`src/cafr_pkg.sv`:
```
`default_nettype none

package cafr_pkg;

  localparam int unsigned ChunkMax   = 7;
  localparam int unsigned FillW      = 3;
  localparam int unsigned IdxW       = 5;
  localparam int unsigned QueueDepth = 2;

  localparam logic [1:0] PosAddr = 2'd0;
  localparam logic [1:0] PosFunc = 2'd1;
  localparam logic [1:0] PosData = 2'd2;

  localparam logic [7:0] ByteA   = 8'h41;
  localparam logic [7:0] ByteT   = 8'h54;
  localparam logic [7:0] ByteCr  = 8'h0d;
  localparam logic [7:0] ByteLf  = 8'h0a;
  localparam logic [2:0] ExtFlag = 3'b100;

  // Output byte positions inside a frame
  localparam logic [IdxW-1:0] IdxA     = 5'd0;
  localparam logic [IdxW-1:0] IdxT     = 5'd1;
  localparam logic [IdxW-1:0] IdxHdr3  = 5'd2;
  localparam logic [IdxW-1:0] IdxHdr2  = 5'd3;
  localparam logic [IdxW-1:0] IdxHdr1  = 5'd4;
  localparam logic [IdxW-1:0] IdxHdr0  = 5'd5;
  localparam logic [IdxW-1:0] IdxLen   = 5'd6;
  localparam logic [IdxW-1:0] IdxFunc  = 5'd7;
  localparam logic [IdxW-1:0] IdxData  = 5'd8;
  localparam logic [IdxW-1:0] IdxLfOfs = 5'd9;

  typedef logic [ChunkMax-1:0][7:0] chunk_t;

  typedef struct packed {
    logic             is_err;
    logic [7:0]       addr;
    logic [7:0]       pkt;
    logic [FillW-1:0] fill;
    logic [7:0]       func;
    chunk_t           data;
  } job_t;

endpackage

`default_nettype wire

```
`src/cafr_in_if.sv`:
```
`default_nettype none

interface cafr_in_if;
  logic       valid;
  logic       ready;
  logic [7:0] cmd_byte;
  logic       end_of_command;

  modport source (output valid, output cmd_byte, output end_of_command, input ready);
  modport sink (input valid, input cmd_byte, input end_of_command, output ready);
endinterface

`default_nettype wire

```
`src/cafr_out_if.sv`:
```
`default_nettype none

interface cafr_out_if;
  logic       valid;
  logic       ready;
  logic [7:0] frame_byte;
  logic       run_last;
  logic       status;

  modport source (output valid, output frame_byte, output run_last, output status, input ready);
  modport sink (input valid, input frame_byte, input run_last, input status, output ready);
endinterface

`default_nettype wire

```
`src/cafr_front.sv`:
```
`default_nettype none

module cafr_front
  import cafr_pkg::*;
#(
  parameter int unsigned CHUNK_BYTES = 7
) (
  input  wire logic  clk_i,
  input  wire logic  rst_ni,
  cafr_in_if.sink    in_i,
  input  wire logic  q_full_i,
  output logic       push_o,
  output job_t       job_o
);

  logic [1:0]       pos_q, pos_d;
  logic [7:0]       addr_q, addr_d;
  logic [7:0]       func_q, func_d;
  logic [7:0]       pkt_q, pkt_d;
  logic [FillW-1:0] fill_q, fill_d;
  logic [FillW-1:0] fill_inc;
  chunk_t           store_q, store_d;
  logic             accept;

  assign in_i.ready = !q_full_i;
  assign accept     = in_i.valid && in_i.ready;
  assign fill_inc   = fill_q + FillW'(1);

  always_comb begin
    pos_d   = pos_q;
    addr_d  = addr_q;
    func_d  = func_q;
    pkt_d   = pkt_q;
    fill_d  = fill_q;
    store_d = store_q;
    push_o  = 1'b0;
    job_o   = '{is_err: 1'b0, addr: addr_q, pkt: pkt_q, fill: fill_q,
                func: func_q, data: store_q};
    unique case (pos_q)
      PosFunc: begin
        func_d = in_i.cmd_byte;
        pkt_d  = '0;
        fill_d = '0;
        if (in_i.end_of_command) begin
          // Function code alone: one frame with an empty chunk
          push_o     = accept;
          job_o.pkt  = '0;
          job_o.fill = '0;
          job_o.func = in_i.cmd_byte;
          pkt_d      = 8'd1;
          pos_d      = PosAddr;
        end else begin
          pos_d = PosData;
        end
      end
      PosData: begin
        if (fill_q < FillW'(ChunkMax)) begin
          store_d[fill_q] = in_i.cmd_byte;
        end
        fill_d = fill_inc;
        if (in_i.end_of_command || fill_inc >= FillW'(CHUNK_BYTES)) begin
          push_o     = accept;
          job_o.fill = fill_inc;
          job_o.data = store_d;
          pkt_d      = pkt_q + 8'd1;
          fill_d     = '0;
        end
        if (in_i.end_of_command) begin
          pos_d = PosAddr;
        end
      end
      default: begin
        addr_d = in_i.cmd_byte;
        if (in_i.end_of_command) begin
          push_o       = accept;
          job_o.is_err = 1'b1;
          pos_d        = PosAddr;
        end else begin
          pos_d = PosFunc;
        end
      end
    endcase
  end

  always_ff @(posedge clk_i or negedge rst_ni) begin
    if (!rst_ni) begin
      pos_q  <= PosAddr;
      addr_q <= '0;
      func_q <= '0;
      pkt_q  <= '0;
      fill_q <= '0;
    end else if (accept) begin
      pos_q  <= pos_d;
      addr_q <= addr_d;
      func_q <= func_d;
      pkt_q  <= pkt_d;
      fill_q <= fill_d;
    end
  end

  always_ff @(posedge clk_i) begin
    if (accept) begin
      store_q <= store_d;
    end
  end

endmodule

`default_nettype wire

```
`src/cafr_queue.sv`:
```
`default_nettype none

module cafr_queue
  import cafr_pkg::*;
(
  input  wire logic  clk_i,
  input  wire logic  rst_ni,
  input  wire logic  push_i,
  input  wire job_t  job_i,
  output logic       full_o,
  input  wire logic  pop_i,
  output logic       head_valid_o,
  output job_t       head_o
);

  localparam int unsigned PtrW = (QueueDepth > 1) ? $clog2(QueueDepth) : 1;
  localparam int unsigned CntW = $clog2(QueueDepth + 1);

  job_t            mem_q [QueueDepth];
  logic [PtrW-1:0] wr_q, rd_q;
  logic [CntW-1:0] cnt_q;

  assign full_o       = (cnt_q == CntW'(QueueDepth));
  assign head_valid_o = (cnt_q != '0);
  assign head_o       = mem_q[rd_q];

  always_ff @(posedge clk_i or negedge rst_ni) begin
    if (!rst_ni) begin
      wr_q  <= '0;
      rd_q  <= '0;
      cnt_q <= '0;
    end else begin
      if (push_i) begin
        wr_q <= (wr_q == PtrW'(QueueDepth - 1)) ? '0 : wr_q + PtrW'(1);
      end
      if (pop_i) begin
        rd_q <= (rd_q == PtrW'(QueueDepth - 1)) ? '0 : rd_q + PtrW'(1);
      end
      if (push_i && !pop_i) begin
        cnt_q <= cnt_q + CntW'(1);
      end else if (pop_i && !push_i) begin
        cnt_q <= cnt_q - CntW'(1);
      end
    end
  end

  always_ff @(posedge clk_i) begin
    if (push_i) begin
      mem_q[wr_q] <= job_i;
    end
  end

endmodule

`default_nettype wire

```
`src/cafr_back.sv`:
```
`default_nettype none

module cafr_back
  import cafr_pkg::*;
(
  input  wire logic  clk_i,
  input  wire logic  rst_ni,
  input  wire logic  head_valid_i,
  input  wire job_t  head_i,
  output logic       pop_o,
  cafr_out_if.source out_o
);

  logic [IdxW-1:0]  idx_q;
  logic [IdxW-1:0]  lf_idx;
  logic [IdxW-1:0]  data_ofs;
  logic [FillW-1:0] data_sel;
  logic [18:0]      hdr;
  logic [7:0]       byte_sel;
  logic             last;
  logic             step;
  logic             ov_q;
  logic [7:0]       byte_q;
  logic             last_q;
  logic             stat_q;

  assign hdr      = {head_i.addr, head_i.pkt, ExtFlag};
  assign lf_idx   = IdxW'(head_i.fill) + IdxLfOfs;
  assign data_ofs = idx_q - IdxData;
  assign data_sel = data_ofs[FillW-1:0];
  assign last     = head_i.is_err || (idx_q == lf_idx);
  assign step     = head_valid_i && (!ov_q || out_o.ready);
  assign pop_o    = step && last;

  always_comb begin
    if (head_i.is_err) begin
      byte_sel = '0;
    end else if (idx_q == IdxA) begin
      byte_sel = ByteA;
    end else if (idx_q == IdxT) begin
      byte_sel = ByteT;
    end else if (idx_q == IdxHdr3) begin
      byte_sel = '0;
    end else if (idx_q == IdxHdr2) begin
      byte_sel = {5'd0, hdr[18:16]};
    end else if (idx_q == IdxHdr1) begin
      byte_sel = hdr[15:8];
    end else if (idx_q == IdxHdr0) begin
      byte_sel = hdr[7:0];
    end else if (idx_q == IdxLen) begin
      byte_sel = 8'(head_i.fill) + 8'd1;
    end else if (idx_q == IdxFunc) begin
      byte_sel = head_i.func;
    end else if (idx_q == lf_idx) begin
      byte_sel = ByteLf;
    end else if (idx_q == lf_idx - IdxW'(1)) begin
      byte_sel = ByteCr;
    end else if (data_sel < FillW'(ChunkMax)) begin
      byte_sel = head_i.data[data_sel];
    end else begin
      byte_sel = '0;
    end
  end

  always_ff @(posedge clk_i or negedge rst_ni) begin
    if (!rst_ni) begin
      ov_q  <= 1'b0;
      idx_q <= '0;
    end else if (step) begin
      ov_q  <= 1'b1;
      idx_q <= last ? '0 : idx_q + IdxW'(1);
    end else if (out_o.ready) begin
      ov_q <= 1'b0;
    end
  end

  // Hold the payload while the sink stalls
  always_ff @(posedge clk_i) begin
    if (step) begin
      byte_q <= byte_sel;
      last_q <= last;
      stat_q <= head_i.is_err;
    end
  end

  assign out_o.valid      = ov_q;
  assign out_o.frame_byte = byte_q;
  assign out_o.run_last   = last_q;
  assign out_o.status     = stat_q;

endmodule

`default_nettype wire

```
`src/command_to_at_can_framer.sv`:
```
`default_nettype none

// Motor command to serial-to-CAN bridge framer. Command bytes (address, function code,
// payload, last byte flagged) are taken at up to one per cycle while the two-entry frame
// queue has room; every CHUNK_BYTES payload bytes, or the end of the command, closes one
// frame. The output serializer sends one byte per cycle while a frame is queued and the
// sink is ready; a frame carrying n payload bytes is n + 10 bytes long ('A', 'T', four
// header bytes, length, function code, payload, CR, LF); an address-only command yields
// one error transfer with status set. Sustained throughput is set by that serializer:
// full chunks send 17 output bytes per 7 payload bytes.

module command_to_at_can_framer
  import cafr_pkg::*;
#(
  parameter int unsigned CHUNK_BYTES = 7
) (
  input  wire logic  clk_i,
  input  wire logic  rst_ni,
  cafr_in_if.sink    in_i,
  cafr_out_if.source out_o
);

  logic push;
  logic pop;
  logic q_full;
  logic head_valid;
  job_t job;
  job_t head;

  cafr_front #(
    .CHUNK_BYTES (CHUNK_BYTES)
  ) u_front (
    .clk_i    (clk_i),
    .rst_ni   (rst_ni),
    .in_i     (in_i),
    .q_full_i (q_full),
    .push_o   (push),
    .job_o    (job)
  );

  cafr_queue u_queue (
    .clk_i        (clk_i),
    .rst_ni       (rst_ni),
    .push_i       (push),
    .job_i        (job),
    .full_o       (q_full),
    .pop_i        (pop),
    .head_valid_o (head_valid),
    .head_o       (head)
  );

  cafr_back u_back (
    .clk_i        (clk_i),
    .rst_ni       (rst_ni),
    .head_valid_i (head_valid),
    .head_i       (head),
    .pop_o        (pop),
    .out_o        (out_o)
  );

endmodule

`default_nettype wire
```
`src/flat_wrapper.sv`:
```
// flat-port wrapper written by rule: the top's interface ports become plain ports
module command_to_at_can_framer_flat import cafr_pkg::*;
#(
  parameter int unsigned CHUNK_BYTES = 7
)
  (clk_i, rst_ni, in_i_valid, in_i_cmd_byte, in_i_end_of_command, in_i_ready, out_o_valid, out_o_frame_byte, out_o_run_last, out_o_status, out_o_ready);
  cafr_in_if in_i_i ();
  cafr_out_if out_o_i ();
  input  wire logic clk_i;
  input  wire logic rst_ni;
  input wire logic [$bits(in_i_i.valid)-1:0] in_i_valid;
  input wire logic [$bits(in_i_i.cmd_byte)-1:0] in_i_cmd_byte;
  input wire logic [$bits(in_i_i.end_of_command)-1:0] in_i_end_of_command;
  output wire logic [$bits(in_i_i.ready)-1:0] in_i_ready;
  output wire logic [$bits(out_o_i.valid)-1:0] out_o_valid;
  output wire logic [$bits(out_o_i.frame_byte)-1:0] out_o_frame_byte;
  output wire logic [$bits(out_o_i.run_last)-1:0] out_o_run_last;
  output wire logic [$bits(out_o_i.status)-1:0] out_o_status;
  input wire logic [$bits(out_o_i.ready)-1:0] out_o_ready;
  assign in_i_i.valid = in_i_valid;
  assign in_i_i.cmd_byte = in_i_cmd_byte;
  assign in_i_i.end_of_command = in_i_end_of_command;
  assign in_i_ready = in_i_i.ready;
  assign out_o_valid = out_o_i.valid;
  assign out_o_frame_byte = out_o_i.frame_byte;
  assign out_o_run_last = out_o_i.run_last;
  assign out_o_status = out_o_i.status;
  assign out_o_i.ready = out_o_ready;
  command_to_at_can_framer #(.CHUNK_BYTES(CHUNK_BYTES)) u_core (.clk_i(clk_i), .rst_ni(rst_ni), .in_i(in_i_i), .out_o(out_o_i));
endmodule
```
`config.mk`:
```
export PLATFORM = sky130hd
export DESIGN_NAME = command_to_at_can_framer_flat
export DESIGN_NICKNAME = d
export VERILOG_FILES = /design/src/cafr_pkg.sv /design/src/cafr_in_if.sv /design/src/cafr_out_if.sv /design/src/cafr_front.sv /design/src/cafr_queue.sv /design/src/cafr_back.sv /design/src/command_to_at_can_framer.sv /design/src/flat_wrapper.sv
export SDC_FILE = /design/constraint.sdc
export NUM_CORES = 1
export LEC_CHECK = 0
export BUFFER_PORTS_ARGS = -buffer_cell sky130_fd_sc_hd__buf_4
export CAP_MARGIN = 20
export CORE_MARGIN = 3
export CORE_UTILIZATION = 39
export CTS_BUF_LIST = sky130_fd_sc_hd__clkbuf_4
export DETAILED_ROUTE_END_ITERATION = 6
export PLACE_DENSITY_LB_ADDON = 0.12
export SLEW_MARGIN = 20
export SYNTH_ARGS = -nofsm -noshare
export SYNTH_HDL_FRONTEND = slang
export SYNTH_SLANG_ARGS = --single-unit
```
`constraint.sdc`:
```
create_clock -name clk_i -period 18.7 [get_ports clk_i]
set_input_delay 0.935 -clock clk_i [delete_from_list [all_inputs] [get_ports clk_i]]
set_output_delay 0.935 -clock clk_i [all_outputs]
set_load 0.01 [all_outputs]
```
* After elaboration in Yosys (flattened, before gate mapping) *
Memory sizes are Yosys's and may differ from the RTL's.
Index checks and enable logic that the tools add are counted.

cells by class
  add/sub/neg operators = 11
  magnitude comparators = 6
  equality and inequality tests = 14
  mux-type cells = 47
  bitwise operators = 1
  reduce and logical (&&, ||, !) cells = 28

operator list
  operator                                                               number
  56-bit 2-to-1 mux                                                      3
  8-bit 2-to-1 mux                                                       12
  56-bit bitwise mux                                                     1
  7-bit 2-to-1 mux                                                       4
  8-bit binary-select mux with 3-bit select                              1
  8-bit demux with 3-bit select                                          1
  5-bit by 3-bit equality test with 1-bit output, second input constant  4
  19-bit 2-to-1 mux                                                      1
  8-bit one-hot mux with 2 select lines                                  1
  1-bit 2-to-1 mux                                                       13
  3-bit one-hot mux with 2 select lines                                  2
  5-bit by 2-bit equality test with 1-bit output, second input constant  2
  5-bit equality test                                                    2
  2-bit AND reduction                                                    5
  8-bit by 1-bit adder with 8-bit output, second input constant          1
  3-bit by 4-bit < comparator with 1-bit output, second input constant   2
  2-bit 2-to-1 mux                                                       4
  2-bit nonzero test                                                     4
  1-bit logical AND                                                      6
  3-bit < comparator, second input constant                              2
  3-bit 2-to-1 mux                                                       2
  3-bit by 4-bit adder with 5-bit output, second input constant          1
  5-bit by 1-bit adder with 5-bit output, second input constant          1
  5-bit by 1-bit equality test with 1-bit output, second input constant  1
  22 further kinds                                                       31

word-level totals
  bits in registers = 105
  memory bits (writable) = 168
  bits of input ports = 13
  output and inout bits = 12
  word-level logic and storage cells = 131
  memories kept = 1

memory list
  memory                depth  bits a word  rd ports  clocked after Yosys merged registers in  wr ports  RTL line          source
  u_core.u_queue.mem_q  2      84           1         0                                        1         cafr_queue.sv:19  job_t mem_q [QueueDepth];

* Longest topological paths before layout *
  depth in word-level cells = 14
  depth in mapped cells = 13
  mapped depth without buffers = 12

* Modules after synthesis *
A second synthesis with hierarchy kept.

second synthesis, totals
  cells, all modules = 862
  area, all modules = 13221.4 um2

modules (own cells, without submodules)
  module      times used  cells an instance  area each (um2)  seq. area each (um2)
  cafr_queue  1           277                6258.5           5144.9
  cafr_front  1           364                5064.9           2407.3
  cafr_back   1           221                1898.1           450.4

* Worst setup path after synthesis *
OpenSTA, ideal clock, no wires.

  path kind = reg2reg
  from = register u_core.u_front.fill_q[0]
  to = memory u_core.u_queue.mem_q[0][0] (netlist name), enable pin
  library setup time = 0.629 ns
  data arrival time = 6.948 ns
  data required time = 18.071 ns
  setup slack = 11.122 ns
  stages on the path, launching flop included = 7
  buffers on the path = 1
  clock period less this slack = 7.578 ns
  path through = dfrtp_1 -> buf_2 -> inv_1 -> ha_1 -> o21bai_1 -> a31oi_1 -> nor3_1

between the ends
  word-level cells in the longest chain between the ends = 7

RTL lines
  what                                    RTL line          source
  start, declared                         cafr_front.sv:20  logic [FillW-1:0] fill_q, fill_d;
  start signal, assigned                  cafr_front.sv:97  fill_q <= fill_d;
  3-bit by 1-bit adder with 3-bit output  cafr_front.sv:27  assign fill_inc = fill_q + FillW'(1);
  3-bit greater-or-equal comparator       cafr_front.sv:61  if (in_i.end_of_command || fill_inc >= FillW'(CHUNK_BYTES)) begin
  1-bit logical OR                        cafr_front.sv:61
  1-bit 2-to-1 mux                        cafr_front.sv:61
  1-bit 2-to-1 mux                        --
  1-bit 2-to-1 mux                        cafr_queue.sv:48  if (push_i) begin
  1-bit 2-to-1 mux (not written as such)  cafr_queue.sv:49  mem_q[wr_q] <= job_i;
  end, declared                           cafr_queue.sv:19

No other way between the ends.

* Final worst setup path *
  from = register u_core.u_queue.rd_q
  to = register u_core.u_queue.cnt_q[1]

between the ends
  word-level cells in the longest chain between the ends = 8
  elaborated cells between the ends (all ways) = 10
  those cells by class = 1 x add/sub; 1 x eq/ne; 1 x mux; 6 x reduce/logical; 1 x memory

RTL lines
  what                                                           RTL line          source
  start, declared                                                cafr_queue.sv:20  logic [PtrW-1:0] wr_q, rd_q;
  start signal, assigned                                         cafr_queue.sv:37  rd_q <= (rd_q == PtrW'(QueueDepth - 1)) ? '0 : rd_q + PtrW'(1);
  memory 2 x 84 bit *                                            --
  3-bit by 4-bit adder with 5-bit output                         cafr_back.sv:28   assign lf_idx = IdxW'(head_i.fill) + IdxLfOfs;
  5-bit equality test                                            cafr_back.sv:31   assign last = head_i.is_err || (idx_q == lf_idx);
  1-bit logical OR *                                             cafr_back.sv:31
  net u_core.u_back.last                                         cafr_back.sv:20   logic last;
  1-bit logical AND *                                            cafr_back.sv:33   assign pop_o = step && last;
  1-bit zero test                                                cafr_queue.sv:39  if (push_i && !pop_i) begin
  1-bit logical AND                                              cafr_queue.sv:39
  2-bit 2-to-1 mux / 2-bit nonzero test (equally long branches)  --
  end signal, assigned                                           cafr_queue.sv:40  cnt_q <= cnt_q + CntW'(1);
  end signal, assigned                                           cafr_queue.sv:42  cnt_q <= cnt_q - CntW'(1);
  end, declared                                                  cafr_queue.sv:21  logic [CntW-1:0] cnt_q;

The timed path passes the listed nets; every way through them passes the cells marked *.
A chain may end at the register's enable or synchronous reset.

==> impl_metrics.toml <==
[outcome]
status = "complete, no violations"

[placement]
place.gp.congestion = 0.8916
portBuffers = 24
dpl.hpwl_um = 18410

[worst_setup_path]
reg2reg_setup_slack_ns = 14.79
worstSetupStartpointType = "register"
worstSetupPathType = "reg2reg"
r2r-start = "u_core.u_queue.rd_q"
required_ns = 19.31
cp_cell_sequence = "mux2i_4 > inv_1 > ha_1 > ha_1 > xor2_1 > or3_1 > o41ai_4 > nand2_1 > ha_1 > xor2_1 > nor2_1 > xor2_1"
crit_path_end_kind = "register"
slowest_delay_ns = 0.83
crit_slowest_cell = "dfrtp_4"
worst-endpoint-arrival_ns = 4.52
crit_fanout = 32
r2r_cells = 12
worst_r2r_endpoint = "u_core.u_queue.cnt_q[1]"

[synthesis]
syn-num-nets = 839
synth.most_common_cell = "edfxtp_1"
yosys_warnings = 0
synth_edf_count = 234
synthTopCellsByArea = "edfxtp_1, mux2_2, dfrtp_1, mux4_2, mux2i_1"
synth_top_area_share = 0.5594
synth_common_cells = "edfxtp_1, mux2_2, nand2_1"
postSynthCellCount = 812
ys_async_sr_fraction = 0.1429
syn_area_mm2 = 0.01256
synth_cell_type_count = 66
syn_area_per_cell_um2 = 15.47
synthFlopType = "edfxtp_1"
synth_top_area_cell = "edfxtp_1"
ys_ff_latch = 273
seq_area_frac_synth = 0.6371

[die]
core_area_mm2 = 0.03164
row_count = 65
dieArea_mm2 = 0.03440
ios = 25
die_h_um = 185.5
die_x_um = 185.5
initial_utilization = 0.3971

[clock_network]
htreeDepth = 3
clockBufferDepth = 3
post_cts_resized = 0
clock-sinks = 273
cts_buffers = 75
cts_root_buffer = "clkbuf_4"
path_clk_slew_ns = 0.07
hold_buffers = 0
cts_setup_buffers = 0
clk_latency_ns = 0.69
tritoncts = "yes"

[sta]
hold_ws_ns = 0.2331
slew_violations = 0
finalSetupViolCount = 0
grt_setup_unrepaired = "no"
setup-tns-final_ns = 0
hold_viol_final = 0
finClkSkew_ns = 0.06376
relSlewSlack = 0.2920
finalCriticalPeriod_ns = 3.908
worst_pin_slew_ns = 1.057
post-route-period-util = 0.2090
fmax_mhz = 255.9

[finish]
area.growth.synth_to_final_pct = 12.21
fillCellCount = 2827
final_nets = 905
multi_input_area_mm2 = 0.004318
drive_above_1_share = 0.3587
final-seq-area_mm2 = 0.008006

[grt]
grt_pass1_vias = 7685
antenna_found_initial = 1
track_usage = 0.1741
grt_pass1_wl_um = 44900
grt-ovfl-total = 0
grt_max_degree = 75

[job]
maxCapViolCount = 0

[power_and_ir_drop]
power_mw = 2.091
peakVddDrop_uv = 54.55
power-per-cell-area_mw_per_mm2 = 148.3
leakagePower_nw = 5.074

[routing]
routed_wl_um = 29080
ant_nets = 0
drtIter0Drc = 449
vias = 7187
via_per_inst = 5.375
wl_per_cell_um = 21.75
drcViolationCount = 0
firstDrtPassIters = 5

[min_path]
hold_path.class = "in2async"
cells in the final DEF, fill, tap and decap left out, types with 13 or more instances in the layout:
cell type	instances
mux2i_1	33
o21ai_0	14
nand3_1	13
edfxtp_1	234
nand2_1	49
inv_1	13
ha_1	14
a21oi_1	17
clkinv_1	13
dfrtp_1	38
clkbuf_4	111
buf_4	32
nor2_1	36
mux2_2	139
mux4_2	24
xor2_1	13
power by group:
part,internal [mW],switching (mW)
logic,0.282,0.395
registers,0.814,0.0671
clock network,0.287,0.246
kinds of logic after synthesis:
kind of cell	count (synthesis)	synth area share
muxes	198	0.1975
buffers and inverters	59	0.02112
adders and majority gates	14	0.01394
and+or+nand+nor	151	0.06026
DFF	273	0.6371
xor gates and xnor gates	20	0.01454
AOI/OAI and AO/OA	97	0.05558
per-stage QoR:
step / cells / setup WS, ns / utilization / area [um2]
5_1_grt: 1337 / 14.55 / 0.4456 / 14100
4_1_cts: 1336 / 14.75 / 0.4454 / 14090
2_1_floorplan: 812 / 11.12 / - / 12560
3_3_place_gp: 1203 / 14.89 / 0.4147 / 13120
3_5_place_dp: 1203 / 14.77 / 0.4151 / 13130
6_report: 1337 / 14.79 / 0.4456 / 14100
registers in the layout (all words and copies together), names as in the netlist:
name and cells:
u_core.u_queue.mem_q 168, u_core.u_front.store_q 56, u_core.u_back.out_o.frame_byte 8, u_core.u_front.addr_q 8, u_core.u_front.func_q 8, u_core.u_front.pkt_q 8, u_core.u_back.idx_q 5, u_core.u_front.fill_q 3
u_core.u_front.pos_q 2, u_core.u_queue.cnt_q 2, u_core.u_back.out_o.run_last 1, u_core.u_back.out_o.status 1, u_core.u_back.out_o.valid 1, u_core.u_queue.rd_q 1, u_core.u_queue.wr_q 1
final cells by class:
| cell class | count | area share |
|---|---|---|
| antenna | 1 | 0.0001775 |
| clock buffer | 111 | 0.05912 |
| clock inverter | 22 | 0.008876 |
| inverter | 15 | 0.003994 |
| multi-input combinational | 480 | 0.3063 |
| sequential | 273 | 0.5680 |
| tap | 402 | 0.03568 |
| timing repair buffer | 33 | 0.01784 |
worst max path at each step:
stage	from	end	slack, ns
floorplan	u_core.u_front.fill_q[0]	u_core.u_queue.mem_q[0][0]	11.12
global placement	u_core.u_queue.rd_q	u_core.u_queue.cnt_q[1]	14.89
detailed placement	u_core.u_queue.rd_q	u_core.u_queue.cnt_q[1]	14.77
CTS	u_core.u_queue.rd_q	u_core.u_queue.cnt_q[1]	14.75
global route	u_core.u_queue.rd_q	u_core.u_queue.cnt_q[1]	14.55
finish	u_core.u_queue.rd_q	u_core.u_queue.cnt_q[1]	14.79
layer usage:
layer  track usage  up-vias  part of all wire
met1        0.2310     3662              0.45
met3       0.03518       48             0.041
li1              -     3339                 -
met2        0.2884      138              0.49
met4       0.05882        0             0.020
met5             0        -                 0
worst max-delay path, delay by kind of cell, from the launching register on:
family / cells / cell delay, ns
mux: 1 / 0.40
xor+xnor: 3 / 0.49
buf+inv: 1 / 0.13
simple gates: 3 / 0.73
flops: 1 / 0.83
fa+ha+maj: 3 / 0.85
compound gates: 1 / 0.40
Note: power is estimated with default switching activity, not from simulation.
